==> config.mk <==
export PLATFORM = sky130hd
export DESIGN_NAME = five_point_weighted_smoother
export DESIGN_NICKNAME = d
export VERILOG_FILES = /design/src/rtl/fwsm_pkg.sv /design/src/rtl/fwsm_ram.sv /design/src/rtl/fwsm_stencil.sv /design/src/rtl/fwsm_out_fifo.sv /design/src/rtl/five_point_weighted_smoother.sv
export SDC_FILE = /design/constraint.sdc
export NUM_CORES = 1
export LEC_CHECK = 0
export ABC_CLOCK_PERIOD_IN_PS = 10600
export BUFFER_PORTS_ARGS = -buffer_cell sky130_fd_sc_hd__buf_2
export CELL_PAD_IN_SITES_DETAIL_PLACEMENT = 1
export CELL_PAD_IN_SITES_GLOBAL_PLACEMENT = 1
export CORE_UTILIZATION = 62
export CTS_CLUSTER_SIZE = 28
export DETAILED_ROUTE_END_ITERATION = 7
export HOLD_SLACK_MARGIN = 0.12
export PLACE_DENSITY_LB_ADDON = 0.1
export SYNTH_ARGS = -nofsm -noshare
export SYNTH_HDL_FRONTEND = slang
export SYNTH_HIERARCHICAL = 1
export SYNTH_SLANG_ARGS = --single-unit
==> constraint.sdc <==
create_clock -name clk -period 10.6 [get_ports clk]
set_clock_uncertainty 0.2 [all_clocks]
set_input_delay 1.59 -clock clk [delete_from_list [all_inputs] [get_ports clk]]
set_output_delay 1.59 -clock clk [all_outputs]
set_load 0.1 [all_outputs]
==> src/rtl/fwsm_pkg.sv <==
// Shared types and constants for the five-point weighted smoother.
package fwsm_pkg;

  localparam int FRAME_SIZE_DEF = 32;
  localparam int PIX_W          = 8;
  localparam int IDX_W          = 5;
  localparam int SUM_W          = PIX_W + 3;
  localparam int FIFO_DEPTH     = 4;
  localparam int FIFO_PTR_W     = $clog2(FIFO_DEPTH);
  localparam int FIFO_CNT_W     = FIFO_PTR_W + 1;

  typedef struct packed {
    logic [PIX_W-1:0] pix;
    logic [IDX_W-1:0] row;
    logic [IDX_W-1:0] col;
    logic             last;
  } res_t;

  // Up to two results produced by one accepted request.
  typedef struct packed {
    logic v0;
    logic v1;
    res_t r0;
    res_t r1;
  } push_t;

endpackage

==> src/rtl/fwsm_ram.sv <==
// Generic single-write, single-read RAM with registered read data.
module fwsm_ram #(
  parameter int WIDTH = 8,
  parameter int DEPTH = 32,
  localparam int AW   = (DEPTH > 1) ? $clog2(DEPTH) : 1
) (
  input  logic             clk,
  input  logic             wr_en,
  input  logic [AW-1:0]    wr_addr,
  input  logic [WIDTH-1:0] wr_data,
  input  logic [AW-1:0]    rd_addr,
  output logic [WIDTH-1:0] rd_data
);

  logic [WIDTH-1:0] mem [DEPTH];

  always_ff @(posedge clk) begin
    if (wr_en) begin
      mem[wr_addr] <= wr_data;
    end
    rd_data <= mem[rd_addr];
  end

endmodule

==> src/rtl/fwsm_stencil.sv <==
// Raster counters, line buffers and the five-point cross arithmetic.
module fwsm_stencil #(
  parameter int FRAME_SIZE = 32
) (
  input  logic                     clk,
  input  logic                     rst,
  input  logic                     accept,
  input  logic [fwsm_pkg::PIX_W-1:0] pixel_in,
  output fwsm_pkg::push_t          push
);
  import fwsm_pkg::*;

  localparam int AW = $clog2(FRAME_SIZE);
  localparam logic [AW-1:0] LAST = AW'(FRAME_SIZE - 1);

  logic [AW-1:0] row_count, row_count_next;
  logic [AW-1:0] col_count, col_count_next;
  logic [AW-1:0] east_addr;
  logic [PIX_W-1:0] centre, east, north, west;
  logic [SUM_W-1:0] sum;
  logic border;
  logic [PIX_W-1:0] val;

  always_comb begin
    row_count_next = row_count;
    col_count_next = col_count;
    if (accept) begin
      if (col_count == LAST) begin
        col_count_next = '0;
        row_count_next = (row_count == LAST) ? '0 : row_count + 1'b1;
      end else begin
        col_count_next = col_count + 1'b1;
      end
    end
  end

  // Prefetch for the next position; the wrapped east address only feeds borders.
  assign east_addr = (col_count_next == LAST) ? '0 : col_count_next + 1'b1;

  fwsm_ram #(.WIDTH(PIX_W), .DEPTH(FRAME_SIZE)) u_newer_c (
    .clk(clk), .wr_en(accept), .wr_addr(col_count), .wr_data(pixel_in),
    .rd_addr(col_count_next), .rd_data(centre)
  );

  fwsm_ram #(.WIDTH(PIX_W), .DEPTH(FRAME_SIZE)) u_newer_e (
    .clk(clk), .wr_en(accept), .wr_addr(col_count), .wr_data(pixel_in),
    .rd_addr(east_addr), .rd_data(east)
  );

  fwsm_ram #(.WIDTH(PIX_W), .DEPTH(FRAME_SIZE)) u_older (
    .clk(clk), .wr_en(accept), .wr_addr(col_count), .wr_data(centre),
    .rd_addr(col_count_next), .rd_data(north)
  );

  always_ff @(posedge clk) begin
    if (rst) begin
      row_count <= '0;
      col_count <= '0;
    end else begin
      row_count <= row_count_next;
      col_count <= col_count_next;
    end
  end

  // West neighbor is the previous centre of the same row.
  always_ff @(posedge clk) begin
    if (accept) begin
      west <= centre;
    end
  end

  assign border = (row_count == AW'(1)) || (col_count == '0) || (col_count == LAST);
  assign sum    = {1'b0, centre, 2'b00} + SUM_W'(north) + SUM_W'(pixel_in)
                + SUM_W'(west) + SUM_W'(east);
  assign val    = border ? centre : sum[SUM_W-1:3];

  always_comb begin
    push.v0       = accept && (row_count != '0);
    push.r0.pix   = val;
    push.r0.row   = IDX_W'(row_count - 1'b1);
    push.r0.col   = IDX_W'(col_count);
    push.r0.last  = 1'b0;
    push.v1       = accept && (row_count == LAST);
    push.r1.pix   = pixel_in;
    push.r1.row   = IDX_W'(row_count);
    push.r1.col   = IDX_W'(col_count);
    push.r1.last  = (col_count == LAST);
  end

endmodule

==> src/rtl/fwsm_out_fifo.sv <==
// Small result queue: takes up to two results per cycle, gives one while not stalled.
module fwsm_out_fifo (
  input  logic            clk,
  input  logic            rst,
  input  fwsm_pkg::push_t push,
  output logic            full2,
  output logic            out_valid,
  input  logic            out_stall,
  output fwsm_pkg::res_t  out_res
);
  import fwsm_pkg::*;

  res_t mem [FIFO_DEPTH];
  logic [FIFO_PTR_W-1:0] wr_ptr, rd_ptr;
  logic [FIFO_CNT_W-1:0] count, count_next;
  logic pop;
  logic [1:0] npush;
  res_t first, second;
  logic second_v;

  assign first    = push.v0 ? push.r0 : push.r1;
  assign second   = push.r1;
  assign second_v = push.v0 && push.v1;
  assign npush    = {1'b0, push.v0} + {1'b0, push.v1};

  assign out_valid = (count != '0);
  assign out_res   = mem[rd_ptr];
  assign pop       = out_valid && !out_stall;
  // Room for two is needed before a request is taken.
  assign full2     = (count > FIFO_CNT_W'(FIFO_DEPTH - 2));
  assign count_next = count + FIFO_CNT_W'(npush) - FIFO_CNT_W'(pop);

  always_ff @(posedge clk) begin
    if (rst) begin
      wr_ptr <= '0;
      rd_ptr <= '0;
      count  <= '0;
    end else begin
      wr_ptr <= wr_ptr + FIFO_PTR_W'(npush);
      rd_ptr <= rd_ptr + FIFO_PTR_W'(pop);
      count  <= count_next;
    end
  end

  always_ff @(posedge clk) begin
    if (push.v0 || push.v1) begin
      mem[wr_ptr] <= first;
    end
    if (second_v) begin
      mem[wr_ptr + 1'b1] <= second;
    end
  end

endmodule

==> src/rtl/five_point_weighted_smoother.sv <==
// Five-point weighted smoother: line-buffered cross stencil over a square raster frame.
// Accepted results are registered into the result queue and leave it in order.
// Throughput: 1 request per cycle while the queue has room; on the last row a request
// yields two results, so the single output port sets the pace there.
// Reset: raster counters and result queue clear; line buffers are not cleared,
// the first row of each frame fills them before they are read.
module five_point_weighted_smoother #(
  parameter int FRAME_SIZE = fwsm_pkg::FRAME_SIZE_DEF
) (
  input  logic                       clk,
  input  logic                       rst,
  input  logic                       in_valid,
  output logic                       in_stall,
  input  logic [fwsm_pkg::PIX_W-1:0] pixel_in,
  output logic                       out_valid,
  input  logic                       out_stall,
  output logic [fwsm_pkg::PIX_W-1:0] pixel_out,
  output logic [fwsm_pkg::IDX_W-1:0] out_row,
  output logic [fwsm_pkg::IDX_W-1:0] out_col,
  output logic                       frame_last
);
  import fwsm_pkg::*;

  logic  accept;
  logic  full2;
  push_t push;
  res_t  out_res;

  // A request is taken only while the queue can hold both possible results,
  // and never while reset is held.
  assign in_stall = full2 || rst;
  assign accept   = in_valid && !in_stall;

  // Counters, three line-buffer RAMs (centre, east copy, older row) and the
  // (4*centre + N + S + W + E) >> 3 datapath; borders pass the centre.
  fwsm_stencil #(.FRAME_SIZE(FRAME_SIZE)) u_stencil (
    .clk      (clk),
    .rst      (rst),
    .accept   (accept),
    .pixel_in (pixel_in),
    .push     (push)
  );

  // Queue decouples the input from output stalls.
  fwsm_out_fifo u_out_fifo (
    .clk       (clk),
    .rst       (rst),
    .push      (push),
    .full2     (full2),
    .out_valid (out_valid),
    .out_stall (out_stall),
    .out_res   (out_res)
  );

  assign pixel_out  = out_res.pix;
  assign out_row    = out_res.row;
  assign out_col    = out_res.col;
  assign frame_last = out_res.last;

endmodule

# Word-level counts from Yosys, hierarchy flattened
# Memories as Yosys holds them, arrays and structs flattened. A register that Yosys moved wholly into a read port is not among the register bits.
# Index checks and enable logic that the tools add are counted.
# word_totals
ramBits,844
mem_count,4
ff_bits,25
out_inout_bits,21
word_cells,57
input_bits,12
# classes
addsub,14
n_lt_le_gt_ge,1
n_eq_ne,4
n_reduce_logical,15
n_mux,13
# mem_list
name,words,word_bits,read_ports,rd_ports_with_merged_regs,wr,line_no,text
u_stencil.u_newer_c.mem,32,8,1,1,1,fwsm_ram.sv:15,logic [WIDTH-1:0] mem [DEPTH];
u_stencil.u_newer_e.mem,32,8,1,1,1,fwsm_ram.sv:15,
u_stencil.u_older.mem,32,8,1,1,1,fwsm_ram.sv:15,
u_out_fifo.mem,4,19,1,1,2,fwsm_out_fifo.sv:13,res_t mem [FIFO_DEPTH];
# op_table
cell,count
11-bit by 8-bit adder with 11-bit output,3
5-bit two-way mux,4
19-bit two-way mux,1
5-bit by 1-bit adder with 5-bit output (second input constant),3
5-bit == test (second input constant),3
10-bit by 8-bit adder with 11-bit output,1
8-bit two-way mux,1
1-bit two-way mux,6
5-bit by 1-bit == test with 1-bit output (second input constant),1
1-bit logical AND,5
5-bit zero test,1
5-bit nonzero test,1
5-bit by 1-bit subtractor with 5-bit output (second input constant),1
1-bit logical OR,4
3-bit by 2-bit adder with 3-bit output,1
3-bit by 2-bit greater-than comparator with 1-bit output (second input constant),1
3-bit nonzero test,1
3-bit by 1-bit subtractor with 3-bit output,1
1-bit by 1-bit adder with 2-bit output,1
2-bit by 1-bit adder with 2-bit output,1
2-bit by 1-bit adder with 2-bit output (second input constant),1
2-bit adder,1
1-bit zero test,2
2-bit two-way mux,1
2-bit AND reduction,1

# Depth between registers and ports, before layout
# Gate-level depths: netlist of run 1.
# logic_depth
word_depth,8
mapped_depth,15
depth_no_buf,14

# Modules after synthesis
# The synthesis of run 1 kept the hierarchy.
# modules_own_cells
mod,seq_area_each_um2,area_each_um2,n_inst,cells_each
fwsm_ram,7847.5,10053.4,3,417
fwsm_out_fifo,2422.3,4191.5,1,235
fwsm_stencil,440.4,2317.2,1,272
five_point_weighted_smoother,0.0,13.8,1,2

# Worst setup path before layout of run 1
# OpenSTA, ideal clock, no wires.
# synth_path
path_type,in2reg
start,input port rst
end,"register u_stencil.u_newer_e.rd_data[0], read port of u_stencil.u_newer_e.mem"
path_stages,12
n_path_buf,3
setup_ps,121
t_required_ps,10279
arrival_ps,6039
setup_slack_ps,4240
path_cell_list,nor3b_1 -> buf_2 -> o21ai_0 -> ha_1 -> and3_1 -> ha_1 -> nor2_1 -> clkbuf_1 -> clkbuf_1 -> mux4_2 -> mux4_2 -> mux2_2
# synth_via
elab_chain_len,6
elab_cells_between_ends,7
classes_between,add/sub (1); eq/ne (1); mux (2); reduce/logical (3)
# synth_rtl
element,line_no,text
start: declaration,five_point_weighted_smoother.sv:11,"input logic rst,"
1-bit logical OR (*),five_point_weighted_smoother.sv:31,assign in_stall = full2 || rst;
1-bit zero test (*),five_point_weighted_smoother.sv:32,assign accept = in_valid && !in_stall;
1-bit logical AND (*),five_point_weighted_smoother.sv:32,
5-bit two-way mux (*),fwsm_stencil.sv:27,if (accept) begin
via u_stencil.col_count_next[0],fwsm_stencil.sv:17,"logic [AW-1:0] col_count, col_count_next;"
5-bit by 1-bit adder with 5-bit output / 5-bit == test (equally long branches),fwsm_stencil.sv:38,assign east_addr = (col_count_next == LAST) ? '0 : col_count_next + 1'b1;
5-bit two-way mux (*),fwsm_stencil.sv:38,
via u_stencil.east_addr[2],fwsm_stencil.sv:18,logic [AW-1:0] east_addr;
end: declaration,fwsm_ram.sv:12,output logic [WIDTH-1:0] rd_data
# The timed path passes the listed nets; every way through them passes the cells marked *.
# A chain may end at the register's enable or synchronous reset.

==> summary.txt, run 1 <==
CTS
  – H-tree depth: 3
  – CTS sink count: 893
  – Post-CTS setup buffer count: 0
  – # hold bufs at CTS: 0
  – Max Root-Sink Buffers: 3
  – CTS Root Cell: clkbuf_16
  – Clock slew seen by the registers of the worst setup and hold paths: 0.06 ns
  – Post-CTS resize count: 0
  – Latest clock arrival within the worst-skew pair: 0.65 ns
  – TritonCTS Buffers: a little under 90
  – CTS tree: yes

Routing
  – Vias/cell: about 6.8
  – DRC: 0
  – TritonRoute pass-1 iters: 5
  – Routed via count: 18200
  – Drt total wl: 89200 um
  – Iter 0 DRT Violations: 1935
  – WL per Instance: 33.4 um
  – Antenna Violating Nets Remaining: 0

Power
  – Sw Ratio: 0.282
  – Power Dens Cells: 233 nW/um^2
  – Max rail drop VDD: ~230 uV
  – Clock network power share: 0.346
  – Combinational fraction of design power: 0.225
  – Pleak: between 10 and 15 nW
  – Psw: 0.00267 W
  – Share of power burned in registers: 0.430
  – Pint: about 0.0068 W

Timing
  – Period utilization: 0.619
  – Max Fclk: around 150 MHz
  – Max-slew violations: 0
  – Normalized max-slew margin: 0.161
  – Setup TNS: 0 ns
  – Worst slew pin tran: 1.25 ns
  – Setup Viol. Count Final: 0
  – RSZ-0062 raised after global routing: false
  – WHS: 0.437 ns
  – Crit path time final: 6.57 ns
  – Fin. Hold Viols: 0

Synth
  – Async set or reset register ratio after synthesis: 0
  – Synth top cells by count: edfxtp_1, mux4_2, nor2_1
  – Post-Synth Simple-Gate Area: 0.0312
  – Mux contribution to synthesized area: 0.192
  – Post-Synthesis Cells: 1760
  – Post-synth EDFFs: between 800 and 900
  – Top cell type's share of synthesized area: 0.697
  – XOR/XNOR share of the synthesized area: 0.00215
  – Compound-cell area share of the yosys netlist: 0.0106
  – Most numerous cell in the Yosys netlist: edfxtp_1
  – Yosys cell types: 65
  – Synthesized cell area: 36700 sq um
  – Synth Register Bits: ~890
  – Syn nets: ~1800
  – Largest family of logic cells by synthesized area: multiplexers
  – Dominant synthesized flop cell: edfxtp_1
  – Synth Warn #: 6
  – Area leader, netlist: edfxtp_1
  – Adder-cell area share of the yosys netlist: 0.0211
  – Sequential fraction of the synthesis area: 0.720
  – Syn avg cell area: approximately 21 sq um
  – Top post-synthesis cells by area: edfxtp_1, mux4_2, mux2_2, dfxtp_1, fa_1

Place
  – Port buffer count: 32
  – Detailed placement HPWL: 49800 um
  – GPL Wtd Cong: around 0.80

Worst setup path
  – CP max stage cell: buf_4
  – Worst r2r path cells: 14
  – Critical Path, Cell by Cell: buf_4 > and3_1 > ha_1 > nor2b_1 > o2bb2ai_4 > buf_4 > ha_1 > and3_1 > ha_1 > nor2_4 > buf_4 > mux4_2 > mux4_2 > mux2_2
  – Critical path data arrival time: 6.90 ns
  – CP Capture Type: register
  – Slowest stage delay, CP: 0.83 ns
  – Crit path from: u_stencil/col_count[2]$_SDFF_PP0_
  – R2r setup slk: 4.03 ns
  – Setup CP Type: register to register
  – R2R Path Start: u_stencil/col_count[2]$_SDFF_PP0_
  – Critical Path RT: between 10 and 15 ns
  – Critical path peak fanout: 47
  – Nature of the critical path startpoint: register

Die
  – Chip width: roughly 250 um
  – Core ar.: 58000 sq um
  – Initial Util: 0.632
  – Ports: 33
  – # rows: 88
  – Die height: 245 um
  – Die ar.: 60100 sq um

Global routing
  – First-pass GRT wire length: approximately 130000 um
  – Initial antenna violation count: 1
  – Overall Global Routing Usage: 0.309
  – Largest net degree at the start of global routing: 117
  – Grt total ovfl: 0
  – Vias in the first global route: a little under 20000

Finish
  – Share of cells above drive strength 1: 0.310
  – P&R area growth vs syn: 10.8%
  – Number of nets in the layout: 1891
  – Filler instances: 4403

Min path
  – Hold crit path type: register to register
  – Hold_sp: u_out_fifo/count[2]$_SDFF_PP0_
  – Hold path depth: 2

Run status
  – Status: finished clean

Job
  – Max_cap viols: 0
-- cell usage in the layout (no fill, tap or decap), drive strengths merged, types with 15 or more instances in the layout --
cell type  count
edfxtp       852
mux4         259
clkbuf       113
nor2         112
mux2         101
inv           82
buf           70
dfxtp         41
clkinv        29
ha            25
fa            23
nand2         16
bufinv        15
nand3b        15
o21ai         15
-- power groups by stage --
stage | Combinational, W | Sequential (W) | Clock (W)
final | 0.00213 | 0.00407 | 0.00327
after global routing | 0.00229 | 0.00407 | 0.00341
after CTS | 0.00212 | 0.00407 | 0.00332
after detailed placement | 0.00205 | 0.00414 | 0
after global placement | 0.00197 | 0.00414 | 0
after floorplan | 0.00148 | 0.00417 | 0
-- per-layer routing --
| metal | part of all wire | global-route usage | wire length (um) |
|---|---|---|---|
| met1 | 0.39 | 0.435 | 35200 |
| met2 | 0.50 | 0.507 | 45000 |
| met3 | 0.073 | 0.0432 | 6530 |
| met4 | 0.028 | 0.103 | 2470 |
| met5 | 0 | 0 | 0 |
-- cell families after synthesis --
logic type | count (synthesis)
AOI/OAI and AO/OA | 53
xor gates and xnor gates | 9
adders and majority gates | 48
buffers and inverters | 170
DFF | 893
muxes | 363
other | 1
and+or+nand+nor | 223
-- layout make-up --
cell class	count	area, sq um	area share
Clock inverter	49	627	0.0154
Timing Repair Buffer	70	458	0.0113
Sequential cell	893	26400	0.650
Clock buffer	113	2380	0.0585
Antenna cell	1	2.50	0.0000616
Tap cell	765	957	0.0235
Inverter	80	300	0.00739
Multi-Input combinational cell	697	9520	0.234
-- worst paths after layout --
path / endpoint
setup / recovery: u_stencil/u_newer_e/rd_data[1]$_DFF_P_
hold / removal: u_out_fifo/count[2]$_SDFF_PP0_
setup reg to reg: u_stencil/u_newer_e/rd_data[1]$_DFF_P_
hold reg to reg: u_out_fifo/count[2]$_SDFF_PP0_
-- sequential cells by signal, indices dropped and copies added, names as in the netlist, 3 cells and up --
signal / cells
u_stencil/u_newer_c/mem: 256
u_out_fifo/mem: 76
u_stencil/row_count: 5
u_stencil/u_newer_c/rd_data: 8
u_stencil/u_newer_e/mem: 256
u_stencil/u_older/mem: 256
u_stencil/west: 8
u_stencil/u_newer_e/rd_data: 8
u_stencil/col_count: 5
u_out_fifo/count: 3
u_stencil/u_older/rd_data: 8
-- worst max-delay path, delay by kind of cell, from the launching register on --
kind | cells | cell delay [ns]
buffers and inverters | 3 | 1.66
and+or+nand+nor | 4 | 1.31
AOI/OAI and AO/OA | 1 | 0.17
adders and majority gates | 3 | 1.24
DFF | 1 | 0.31
muxes | 3 | 1.46
-- stage by stage --
step                      power (W)  cells   util  cell area (sq um)  worst slack, ns
final                       0.00947   2668  0.701              40700             4.03
after global routing        0.00977   2667  0.701              40700             3.64
after floorplan             0.00565   1760      -              36700             4.24
after global placement      0.00610   2505  0.649              37600             3.56
after detailed placement    0.00620   2505  0.649              37600             3.45
after CTS                   0.00951   2667  0.701              40700             3.96
No activity file was read; power rests on OpenSTA's default activity.
==> inputs of run 2 (changes only) <==
ABC_CLOCK_PERIOD_IN_PS = 5500   (was 10600)
CORE_UTILIZATION = 52   (was 62)
clock period = 5.5 ns   (was 10.6 ns; I/O delays follow)
==> run 2 against run 1 <==
  * Hold slack worse by 0.11 ns
  * Via count shrank 5.5%
  * Global-route usage is 7.6 points lower
  * Non-clock buffer count increased by 10
  * Clock power increased by 89%
  * Cell area increased by 0.80%
  * Die area up 19%
  * Combinational power increased by 94%
  * Final cell count grew 7.2%
  * Maximum frequency is 43% higher
  * Largest cell class unchanged
==> summary.txt, run 2 (same netlist as run 1, synthesis figures left out) <==
Place
  – DP Cell Count: 2690 (+7.4%)
  – GPL Wtd Cong: 0.804 (+0.59%)
  – Port buffer count: 32 (unchanged)
  – Detailed placement HPWL: 48900 um (-1.9%)

Routing
  – WL per Instance: 28.6 um (-14%)
  – DRC: 0 (unchanged)
  – Vias/cell: 6.00 (-12%)
  – Drt total wl: 81800 um (-8.3%)
  – Routed via count: 17200 (-5.5%)
  – Iter 0 DRT Violations: 1273 (-34%)
  – Antenna Violating Nets Remaining: 0 (unchanged)
  – TritonRoute pass-1 iters: 5 (unchanged)

CTS
  – CTS tree: yes
  – Post-CTS resize count: 0 (unchanged)
  – # hold bufs at CTS: 0 (unchanged)
  – Clock slew seen by the registers of the worst setup and hold paths: 0.06 ns (about the same)
  – Latest clock arrival within the worst-skew pair: 0.64 ns (about the same)
  – H-tree depth: 3 (unchanged)
  – Post-CTS setup buffer count: 0 (unchanged)
  – CTS Root Cell: clkbuf_16
  – TritonCTS Buffers: 91 (+2.2%)
  – CTS sink count: 893 (unchanged)
  – Max Root-Sink Buffers: 3 (unchanged)

Job
  – Max_cap viols: 0 (unchanged)

Power
  – Power Dens Cells: 443 nW/um^2 (+90%)
  – Pleak: 13.1 nW (+0.48%)
  – Max rail drop VDD: 301 uV (+32%)

Global routing
  – Overall Global Routing Usage: 0.233 (-0.0757)
  – Largest net degree at the start of global routing: 109 (-6.8%)
  – First-pass GRT wire length: 120000 um (-9.4%)
  – Vias in the first global route: 17800 (-7.4%)
  – Grt total ovfl: 0 (unchanged)
  – Initial antenna violation count: 2 (+1)

Worst setup path
  – Critical Path RT: 5.68 ns (-5.25 ns)
  – R2R Path Start: u_stencil/u_newer_c/rd_data[2]$_DFF_P_
  – Critical path peak fanout: 6 (-87%)
  – Crit path from: u_stencil/u_newer_c/rd_data[2]$_DFF_P_
  – Setup CP Type: register to register
  – Critical path data arrival time: 4.78 ns (-2.12 ns)
  – CP Capture Type: register
  – Nature of the critical path startpoint: register
  – Worst r2r path cells: 14 (unchanged)

Timing
  – Period utilization: 0.837 (+0.217)
  – Fin. Hold Viols: 0 (unchanged)
  – Setup TNS: 0 ns (unchanged)
  – Setup Viol. Count Final: 0 (unchanged)
  – Worst slew pin tran: 1.01 ns (-0.243 ns)
  – RSZ-0062 raised after global routing: false
  – Crit path time final: 4.60 ns (-1.96 ns)
  – Max-slew violations: 0 (unchanged)
  – Normalized max-slew margin: 0.324 (+0.163)
  – WHS: 0.332 ns (-0.106 ns)
  – Max Fclk: 217 MHz (+43%)

Finish
  – Ant diodes: 0 (-1)
  – P&R area growth vs syn: 11.7%
  – Commonest non-fill, non-tap cell in the layout: edfxtp_1
  – Post-route insts no fill: 2859 (+7.2%)
  – Number of nets in the layout: 1903 (+0.63%)
  – Filler instances: 5934 (+35%)
  – Biggest regs: u_stencil/u_newer_c/mem (256), u_stencil/u_newer_e/mem (256), u_stencil/u_older/mem (256)
  – Most frequent cells in the layout: edfxtp_1, mux4_2, nor2_1, clkbuf_16, mux2_2
  – Share of cells above drive strength 1: 0.311 (+0.000379)
  – Storage element area: 26400 sq um (unchanged)
  – Footprint of the multi-input gates: 9520 sq um (about the same)

Run status
  – Status: finished clean

Min path
  – Hold path depth: 3 (+1)
  – Hold crit path type: input pin to register
  – Hold_sp: out_stall

Die
  – Chip width: 268 um (+9.1%)
  – Initial Util: 0.525 (-0.107)
  – Die height: 268 um (+9.1%)
  – # rows: 97 (+10%)
  – Core ar.: 69900 sq um (+20%)
  – Die ar.: 71600 sq um (+19%)
  – Ports: 33 (unchanged)
[run 2: final timing paths]
path | end | slack [ns]
max | u_out_fifo/mem[3][15]$_DFFE_PP_ | 0.90
min | u_out_fifo/rd_ptr[0]$_SDFF_PP0_ | 0.33
max reg2reg | u_out_fifo/mem[3][15]$_DFFE_PP_ | 0.90
min reg2reg | u_out_fifo/count[2]$_SDFF_PP0_ | 0.41
[run 2: area by class of cell]
type | count | area share
Clock inverter | 49 | 0.0130
Sequential cell | 893 | 0.644
Tap cell | 940 | 0.0287
Timing Repair Buffer | 80 | 0.0142
Clock buffer | 120 | 0.0600
Inverter | 80 | 0.00733
Multi-Input combinational cell | 697 | 0.232
[run 2: metrics by stage]
step	total power, W	util	worst slack [ns]	instance area [sq um]
CTS	0.0183	0.586	0.875	41000
finish	0.0181	0.586	0.898	41000
floorplan	0.0109	-	0.553	36700
detailed placement	0.0121	0.543	0.326	38000
global route	0.0188	0.586	0.725	41000
global placement	0.0120	0.543	0.387	38000
[run 2: layer usage]
layer,routed length [um],track usage,vias to the layer above
met2,39600,0.370,437
li1,-,-,7327
met5,0,0,-
met3,4100,0.0389,94
met4,1600,0.0561,0
met1,36500,0.341,9297
[run 2: power breakdown]
group          leakage (nW)  switching, W  internal [W]
Clock                  1.46       0.00253       0.00366
Combinational          3.62       0.00250       0.00163
Sequential             8.00     0.0000661       0.00775
[run 2: worst max-delay path: stages, from the launching register on]
cell,delay [ns]
dfxtp_1,0.42
inv_1,0.09
fa_1,0.50
inv_1,0.05
fa_1,0.47
inv_1,0.05
fa_1,0.47
inv_1,0.04
ha_1,0.36
and3_1,0.22
a2111oi_0,0.50
buf_4,0.20
mux2i_1,0.16
o311ai_0,0.26
mux2_2,0.34
